`src/rtl/cbrq_pkg.sv`:
```
// Shared types and constants for the counter bank range query block.
// No dependencies.
`timescale 1ns / 1ps
package cbrq_pkg;
    localparam int MAX_COUNTERS = 32;
    localparam int COUNT_WIDTH  = 16;
    localparam int IDX_W        = 6;
    localparam int ADDR_W       = $clog2(MAX_COUNTERS);
    localparam int TALLY_W      = 7;

    typedef logic signed [COUNT_WIDTH-1:0] t_count;

    typedef enum logic [2:0] {
        REQ_INC   = 3'd0,
        REQ_DEC   = 3'd1,
        REQ_RANGE = 3'd2,
        REQ_DUMPI = 3'd3,
        REQ_DUMPC = 3'd4
    } t_req;

    typedef enum logic [1:0] {
        KIND_TALLY = 2'd0,
        KIND_INDEX = 2'd1,
        KIND_COUNT = 2'd2
    } t_kind;

    typedef struct packed {
        logic [1:0]         kind;
        logic [IDX_W-1:0]   index;
        t_count             count;
        logic [TALLY_W-1:0] tally;
        logic               last;
    } t_result;

    // Sort scratch entry: index and count.
    typedef struct packed {
        logic [IDX_W-1:0] index;
        t_count           count;
    } t_entry;
endpackage

```
`src/rtl/cbrq_mem.sv`:
```
// One-port-write, one-port-read synchronous memory with registered read data.
// Generic; used for the counters and the sort scratch.
`timescale 1ns / 1ps
module cbrq_mem #(
    parameter int WIDTH = 16,
    parameter int DEPTH = 32
) (
    input  logic                     i_clk,
    input  logic                     i_we,
    input  logic [$clog2(DEPTH)-1:0] i_waddr,
    input  logic [WIDTH-1:0]         i_wdata,
    input  logic [$clog2(DEPTH)-1:0] i_raddr,
    output logic [WIDTH-1:0]         o_rdata
);
    logic [WIDTH-1:0] r_mem [DEPTH];
    always_ff @(posedge i_clk) begin
        if (i_we) r_mem[i_waddr] <= i_wdata;
        o_rdata <= r_mem[i_raddr];
    end
endmodule

```
`src/rtl/counter_bank_range_query_top.sv`:
```
// Counter bank range query: top level with request sequencer and two memories.
// Depends on cbrq_pkg and cbrq_mem.
//
// Usage: requests enter on i_valid/o_stall; results leave on o_valid/i_stall.
// Configuration (number of counters in use) is written on i_cfg_valid/o_cfg_ready;
// the user must write it only while the block is idle, as the block does not enforce it.
// Values above 32 act as 32. After reset a clearing pass writes zero to all 32
// counters, one per cycle, while no request is taken.
// One request at a time. Increment/decrement: read, then write back.
// Range count: one counter read per cycle through the counter memory port.
// Index dump: one read per entry, each entry emitted before the next read.
// Count dump: copy the counters to the scratch memory, then for each i a
// read/compare/swap pass over the scratch memory's later entries, then n
// output reads; the sort is paced by the scratch memory's one read port.
// A held result stalls the sequencer; a stalled result holds its payload.
`timescale 1ns / 1ps
module counter_bank_range_query_top (
    input  logic                          i_clk,
    input  logic                          i_rst_n,
    input  logic                          i_valid,
    output logic                          o_stall,
    input  logic [2:0]                    i_req_type,
    input  logic [5:0]                    i_counter_index,
    input  logic signed [15:0]            i_range_low,
    input  logic signed [15:0]            i_range_high,
    input  logic                          i_cfg_valid,
    output logic                          o_cfg_ready,
    input  logic [5:0]                    i_cfg_data,
    output logic                          o_valid,
    input  logic                          i_stall,
    output logic [1:0]                    o_result_kind,
    output logic [5:0]                    o_entry_index,
    output logic signed [15:0]            o_entry_count,
    output logic [6:0]                    o_range_tally,
    output logic                          o_last_of_run
);
    import cbrq_pkg::*;

    typedef enum logic [3:0] {
        S_CLEAR, S_IDLE, S_RMW, S_RMW_WB, S_RANGE, S_DUMPI, S_EMIT,
        S_COPY, S_SI, S_SJ, S_SCMP, S_OUT, S_OUT_EMIT
    } t_state;

    localparam logic [ADDR_W:0] NMAX = (ADDR_W+1)'(MAX_COUNTERS);

    t_state            r_state;
    logic [5:0]        r_ncfg;
    logic [ADDR_W:0]   r_n;
    logic [ADDR_W:0]   r_i, r_j;
    logic [2:0]        r_req;
    logic [ADDR_W-1:0] r_idx;
    t_count            r_lo, r_hi;
    logic [TALLY_W-1:0] r_tally;
    logic              r_rd_pend;
    t_entry            r_ei;
    logic              r_ovalid;
    t_result           r_out;

    // counter memory
    logic              c_we;
    logic [ADDR_W-1:0] c_wa, c_ra;
    t_count            c_wd, c_rd;
    // scratch memory
    logic              s_we;
    logic [ADDR_W-1:0] s_wa, s_ra;
    t_entry            s_wd, s_rd;

    cbrq_mem #(.WIDTH(COUNT_WIDTH), .DEPTH(MAX_COUNTERS)) u_cnt (
        .i_clk(i_clk), .i_we(c_we), .i_waddr(c_wa), .i_wdata(c_wd),
        .i_raddr(c_ra), .o_rdata(c_rd));
    cbrq_mem #(.WIDTH($bits(t_entry)), .DEPTH(MAX_COUNTERS)) u_scr (
        .i_clk(i_clk), .i_we(s_we), .i_waddr(s_wa), .i_wdata(s_wd),
        .i_raddr(s_ra), .o_rdata(s_rd));

    logic out_free;
    logic out_emit;
    assign out_free    = !r_ovalid || !i_stall;
    // a new result is loaded into the output register this cycle
    assign out_emit    = out_free && ((r_state == S_RANGE && r_i == r_n) ||
                                      r_state == S_EMIT || r_state == S_OUT_EMIT);
    assign o_stall     = (r_state != S_IDLE);
    assign o_cfg_ready = 1'b1;
    assign o_valid       = r_ovalid;
    assign o_result_kind = r_out.kind;
    assign o_entry_index = r_out.index;
    assign o_entry_count = r_out.count;
    assign o_range_tally = r_out.tally;
    assign o_last_of_run = r_out.last;

    logic [ADDR_W:0] n_eff;
    assign n_eff = ({1'b0, r_ncfg} > 7'(NMAX)) ? NMAX : r_ncfg[ADDR_W:0];

    // Memory port drive is combinational from state.
    always_comb begin
        c_we = 1'b0; c_wa = r_idx; c_wd = c_rd; c_ra = r_i[ADDR_W-1:0];
        s_we = 1'b0; s_wa = r_i[ADDR_W-1:0]; s_wd = r_ei; s_ra = r_i[ADDR_W-1:0];
        unique case (r_state)
            S_CLEAR: begin
                c_we = 1'b1; c_wa = r_i[ADDR_W-1:0]; c_wd = '0;
            end
            S_RMW:   c_ra = r_idx;
            S_RMW_WB: begin
                if (r_req == REQ_INC && c_rd != {1'b0, {(COUNT_WIDTH-1){1'b1}}}) begin
                    c_we = 1'b1; c_wd = c_rd + t_count'(1);
                end else if (r_req == REQ_DEC &&
                             c_rd != {1'b1, {(COUNT_WIDTH-1){1'b0}}}) begin
                    c_we = 1'b1; c_wd = c_rd - t_count'(1);
                end
            end
            S_COPY: begin
                // write entry for the previous read
                s_we = r_rd_pend; s_wa = r_j[ADDR_W-1:0];
                s_wd = '{index: IDX_W'(r_j), count: c_rd};
            end
            S_SJ:  s_ra = r_j[ADDR_W-1:0];
            S_SCMP: begin
                // swap: scratch[j] <= old i entry; i entry held in r_ei
                if (r_ei.count > s_rd.count) begin
                    s_we = 1'b1; s_wa = r_j[ADDR_W-1:0]; s_wd = r_ei;
                end
            end
            S_SI: begin
                // write back settled entry i when leaving it
                s_we = r_rd_pend; s_wa = r_i[ADDR_W-1:0]; s_wd = r_ei;
            end
            default: ;
        endcase
    end

    always_ff @(posedge i_clk) begin
        if (!i_rst_n) begin
            r_state   <= S_CLEAR;
            r_i       <= '0;
            r_ncfg    <= 6'd32;
            r_ovalid  <= 1'b0;
            r_rd_pend <= 1'b0;
        end else begin
            if (i_cfg_valid) r_ncfg <= i_cfg_data;
            if (r_ovalid && !i_stall && !out_emit) r_ovalid <= 1'b0;
            unique case (r_state)
                S_CLEAR: begin
                    r_i <= r_i + 1'b1;
                    if (r_i == NMAX - 1'b1) r_state <= S_IDLE;
                end
                S_IDLE: if (i_valid) begin
                    r_req   <= i_req_type;
                    r_idx   <= i_counter_index[ADDR_W-1:0];
                    r_lo    <= i_range_low;
                    r_hi    <= i_range_high;
                    r_n     <= n_eff;
                    r_i     <= '0;
                    r_j     <= '0;
                    r_tally <= '0;
                    r_rd_pend <= 1'b0;
                    case (i_req_type)
                        REQ_INC, REQ_DEC:
                            if ({1'b0, i_counter_index} < 7'(n_eff)) r_state <= S_RMW;
                        REQ_RANGE: r_state <= S_RANGE;
                        REQ_DUMPI: if (n_eff != '0) r_state <= S_DUMPI;
                        REQ_DUMPC: if (n_eff != '0) r_state <= S_COPY;
                        default: ;
                    endcase
                end
                S_RMW:    r_state <= S_RMW_WB;
                S_RMW_WB: r_state <= S_IDLE;
                S_RANGE: begin
                    // read r_i issued; tally previous read data
                    if (r_rd_pend && c_rd >= r_lo && c_rd <= r_hi)
                        r_tally <= r_tally + 1'b1;
                    if (r_i == r_n) begin
                        if (out_free) begin
                            r_ovalid <= 1'b1;
                            r_out <= '{kind: KIND_TALLY, index: '0, count: '0,
                                       tally: (r_rd_pend && c_rd >= r_lo && c_rd <= r_hi)
                                              ? r_tally + 1'b1 : r_tally,
                                       last: 1'b1};
                            r_state <= S_IDLE;
                        end
                        r_rd_pend <= 1'b0;
                    end else begin
                        r_i <= r_i + 1'b1;
                        r_rd_pend <= 1'b1;
                    end
                end
                S_DUMPI: r_state <= S_EMIT; // read r_i issued
                S_EMIT: if (out_free) begin
                    r_ovalid <= 1'b1;
                    r_out <= '{kind: KIND_INDEX, index: IDX_W'(r_i), count: c_rd,
                               tally: '0, last: (r_i + 1'b1 == r_n)};
                    r_i <= r_i + 1'b1;
                    r_state <= (r_i + 1'b1 == r_n) ? S_IDLE : S_DUMPI;
                end
                S_COPY: begin
                    // read counter r_i, write previous at r_j
                    if (r_rd_pend && r_j + 1'b1 == r_n) begin
                        r_i <= '0; r_rd_pend <= 1'b0;
                        r_j <= '0;
                        // single-counter bank: nothing to sort, go straight to output
                        r_state <= (r_n == (ADDR_W+1)'(1)) ? S_OUT : S_SI;
                    end else begin
                        r_j <= r_i;
                        r_i <= r_i + 1'b1; r_rd_pend <= 1'b1;
                    end
                end
                S_SI: begin
                    // entry i read issued (at s_ra = r_i); load it next
                    if (r_rd_pend) begin
                        // previous i written back this cycle; advance
                        r_rd_pend <= 1'b0;
                        if (r_i + 2'd2 == r_n) begin
                            r_i <= '0; r_state <= S_OUT;
                        end else begin
                            r_i <= r_i + 1'b1;
                        end
                    end else begin
                        r_j <= r_i + 1'b1;
                        r_state <= S_SJ;
                    end
                end
                S_SJ: begin
                    if (r_j == r_i + 1'b1) r_ei <= s_rd;
                    r_state <= S_SCMP;
                end
                S_SCMP: begin
                    if (r_ei.count > s_rd.count) r_ei <= s_rd;
                    if (r_j + 1'b1 == r_n) begin
                        r_rd_pend <= 1'b1; r_state <= S_SI;
                    end else begin
                        r_j <= r_j + 1'b1; r_state <= S_SJ;
                    end
                end
                S_OUT: r_state <= S_OUT_EMIT;
                S_OUT_EMIT: if (out_free) begin
                    r_ovalid <= 1'b1;
                    r_out <= '{kind: KIND_COUNT, index: s_rd.index, count: s_rd.count,
                               tally: '0, last: (r_i + 1'b1 == r_n)};
                    r_i <= r_i + 1'b1;
                    r_state <= (r_i + 1'b1 == r_n) ? S_IDLE : S_OUT;
                end
                default: r_state <= S_IDLE;
            endcase
        end
    end
endmodule

```
`config.mk`:
```
export PLATFORM = sky130hd
export DESIGN_NAME = counter_bank_range_query_top
export DESIGN_NICKNAME = d
export VERILOG_FILES = /design/src/rtl/cbrq_pkg.sv /design/src/rtl/cbrq_mem.sv /design/src/rtl/counter_bank_range_query_top.sv
export SDC_FILE = /design/constraint.sdc
export NUM_CORES = 2
export LEC_CHECK = 0
export BUFFER_PORTS_ARGS = -buffer_cell sky130_fd_sc_hd__buf_4
export CAP_MARGIN = 5
export CORE_ASPECT_RATIO = 1.25
export CORE_UTILIZATION = 55
export DETAILED_ROUTE_END_ITERATION = 10
export PLACE_DENSITY = 0.81
export SETUP_SLACK_MARGIN = 0.5
export SLEW_MARGIN = 20
export SYNTH_ARGS = -nofsm -noshare
export SYNTH_HDL_FRONTEND = slang
export SYNTH_SLANG_ARGS = --single-unit
```
`constraint.sdc`:
```
create_clock -name i_clk -period 7.9 [get_ports i_clk]
set_input_delay 1.975 -clock i_clk [delete_from_list [all_inputs] [get_ports i_clk]]
set_output_delay 1.975 -clock i_clk [all_outputs]
set_load 0.01 [all_outputs]
```
==> out/summary.txt <==
Switching Share -> 0.313
Largest delay share family, worst path -> simple AND/OR/NAND/NOR gates
starting DRC count in detailed routing -> 4044
Final #Nets -> 3460
CTS clk-pin slew, worst paths -> 60 ps
sequential area share after synthesis -> 0.726
via count -> 32000
WP data required -> 8330 ps
Sink Count -> 1385
Post CTS Setup Buffer Count -> 0
core area -> 0.102 mm^2
Most used DFF post-synth -> edfxtp_1
Critical Path Sink Type -> register
fin. max-slew vios -> 0
Seq pwr share -> 0.426
Synth warnings -> 0
Detailed Route WL -> 150 mm
row count -> 131
H-Tree Depth -> 4
internal power -> 15100 uW
leak pwr -> 0.0212 uW
most frequent cell after synthesis -> edfxtp_1
HP Start -> u_scr.o_rdata[3]
Synth area leaders -> edfxtp_1 71%, mux4_2 12%, nand2_1 2.6%
Final Cycle Share -> 0.614
HP Class -> register to register
clk root buf -> clkbuf_16
Die W -> 289 um
Via density -> 6.67
Clk pwr share -> 0.296
mean routed wirelength per cell -> 31.2 um
CP max FO -> 19
post-route minimum period -> 4850 ps
CTS Buf Count -> 137
syn_nets -> 3303
Layout Skew -> 26.4 ps
Clock Path Buffers -> 3
Max IR drop VDD -> 331 uV
vias in the first global route -> 32155
Post-synth EDFFs -> 1329
Logic pwr share -> 0.278
#FFs+latches synth -> 1385
Starting Density -> 0.555
commonest cells in the netlist -> 1329 x edfxtp_1, 390 x nand2_1, 304 x mux4_2
P_sw -> 6880 uW
Final Hold Viols -> 0
actual slew at the worst max-slew pin -> 1230 ps
Final GP Congestion -> 0.941
Worst slew margin -> 0.180
Hold Path Sink -> r_ei[3]
DRC -> 0
power density over the cells -> 343 mW/mm^2
Avg Synthesized Cell Area -> 17.7 um^2
I/O pin count -> 87
Area Overhead vs Synth -> 13.3%
run status -> complete, no violations
largest net degree at the start of global routing -> 129
Synth Cell Area -> 0.0565 mm^2
top-area cell type share of the netlist area -> 0.706
worst reg-to-reg setup slack -> 3050 ps
post-route ant nets -> 0
TritonCTS clock tree -> yes
Initial DRT Pass Iterations -> 6
WS Path Type -> register to register
global-route usage over all layers -> 0.287
slowest CP cell -> nor3_2
CP Launch Type -> register
FF-to-FF End -> u_scr.r_mem[10][21]
Critical Path Max Stage Delay -> 920 ps
Post-CTS Resized -> 0
final setup margin -> 3050 ps
worst skew pair latency -> 760 ps
Die Area -> 0.104 mm^2
Worst Path Buf+Inv -> 1
Fmax -> 206 MHz
reg-to-reg startpoint -> r_ei[15]
first-pass GRT wire length -> 214 mm
HPWL after DPL -> 84.2 mm
Die H -> 360 um
pre-CTS setup slack -> 3170 ps
Mapped Cells -> 3191
GR Overflow Total -> 0
R2R cell count -> 8
ys async rst share -> 0
post-synth top area cell -> edfxtp_1
setup repair after global routing missed its margin -> no
worst hold stages -> 0
cell breakdown of the critical path -> ha_1 -> nand4_2 -> nor2b_1 -> o31ai_1 -> a21oi_1 -> a31oi_2 -> nor3_2 -> buf_4
Synth cell types -> 90
initial antenna violation count -> 7
fraction of layout cells with a size suffix above 1 -> 0.237
port buffer count -> 85
CTS Hold Bufs -> 0
maxcap violations -> 0
CP Data Arrival Time -> 5270 ps
final setup fails -> 0
Setup TNS -> 0 ps
[how the worst max path moves through the flow]
stage	start	to	slack [ps]	cells after the start
after floorplan	i_rst_n	r_hi[0]	3190	3
after global placement	r_ei[15]	u_scr.r_mem[11][16]	3260	8
after detailed placement	r_ei[15]	u_scr.r_mem[11][1]	3170	8
after CTS	r_ei[15]	u_scr.r_mem[11][16]	3130	8
after global routing	r_ei[15]	u_scr.r_mem[10][4]	2870	8
final	r_ei[15]	u_scr.r_mem[10][21]	3050	8
[worst register-to-register path, stage by stage, from the launching register on]
cell and delay (ps):
edfxtp_1 390, ha_1 730, nand4_2 330, nor2b_1 620
o31ai_1 150, a21oi_1 510, a31oi_2 400, nor3_2 930
buf_4 450
[power groups by stage]
| stage | combinational [uW] | sequential, uW | clock, uW |
|---|---|---|---|
| 2_1_floorplan | 4140 | 9260 | 0 |
| 3_3_place_gp | 5680 | 9470 | 0 |
| 3_5_place_dp | 5830 | 9490 | 0 |
| 4_1_cts | 5940 | 9350 | 6530 |
| 5_1_grt | 6410 | 9370 | 6790 |
| 6_report | 6100 | 9360 | 6500 |
[logic make-up after synthesis]
group / Yosys count / share of synthesized area
other: 1 / 0.0000663
buffers and inverters: 248 / 0.0188
muxes: 378 / 0.134
AOI/OAI and AO/OA: 267 / 0.0345
adders and majority gates: 61 / 0.0135
xor gates and xnor gates: 31 / 0.00505
and+or+nand+nor: 820 / 0.0682
DFF: 1385 / 0.726
[sequential cells by signal, indices dropped and copies added, names as in the netlist, 2 cells and up]
name           flops
r_lo              16
r_hi              16
r_tally            7
o_entry_index      6
u_cnt.r_mem      512
u_cnt.o_rdata     16
r_n                6
r_j                6
r_req              3
o_entry_count     16
u_scr.r_mem      704
u_scr.o_rdata     22
o_result_kind      2
r_ncfg             6
r_i                6
r_ei              22
o_range_tally      7
r_idx              5
r_state            4
[routing by layer]
metal  global-route usage  vias up  wire length [um]  part of all wire
met3               0.0490      471             13900             0.093
met1                0.350    16193             50200              0.34
met4                0.161        6              9490             0.063
met5                    0        -                43           0.00029
met2                0.485     2259             76200              0.51
li1                     -    13071                 -                 -
[placed cells by master, fill, tap and decap left out, types with 9 or more instances in the layout]
master     count
a32oi_1       41
nor2_2        10
xor2_1        15
nor3_1        28
xnor2_1       15
nand3_1      108
inv_1         70
and3_1        47
o31ai_1        9
bufinv_16     11
nor2_1        73
or4_1          9
dfxtp_1       56
nor3_2        33
clkbuf_1      36
nor4_1        13
nand2b_1      24
o211ai_1       9
nand4_1       26
mux2i_1       51
mux2i_4       17
a21oi_1       45
edfxtp_1    1329
clkinv_1      27
clkbuf_16    140
nor2b_1       13
ha_1          60
nand2_1      379
o21ai_2       13
buf_4        184
clkinv_2      16
mux4_2       304
o21ai_0       51
nand2_2       11
[metrics by stage]
step                      instances  hold WS, ps  total power (uW)  utilization  area (um^2)
after global routing           4794          438             22600        0.628        64000
after CTS                      4788          428             21800        0.627        63900
after global placement         4534          412             15100        0.583        59400
after detailed placement       4535          415             15300        0.583        59500
after floorplan                3191          408             13400            -        56500
final                          4799          430             22000        0.628        64100
[final cells by class]
| class | instances | area (um^2) |
|---|---|---|
| sequential | 1385 | 41000 |
| fill | 6607 | 37900 |
| multi-input combinational | 1558 | 15000 |
| clock buffer | 181 | 3700 |
| tap | 1330 | 1660 |
| timing repair buffer | 195 | 1610 |
| clock inverter | 72 | 749 |
| inverter | 71 | 267 |
| antenna | 7 | 17.5 |
Power figures use the tool's default switching activity.
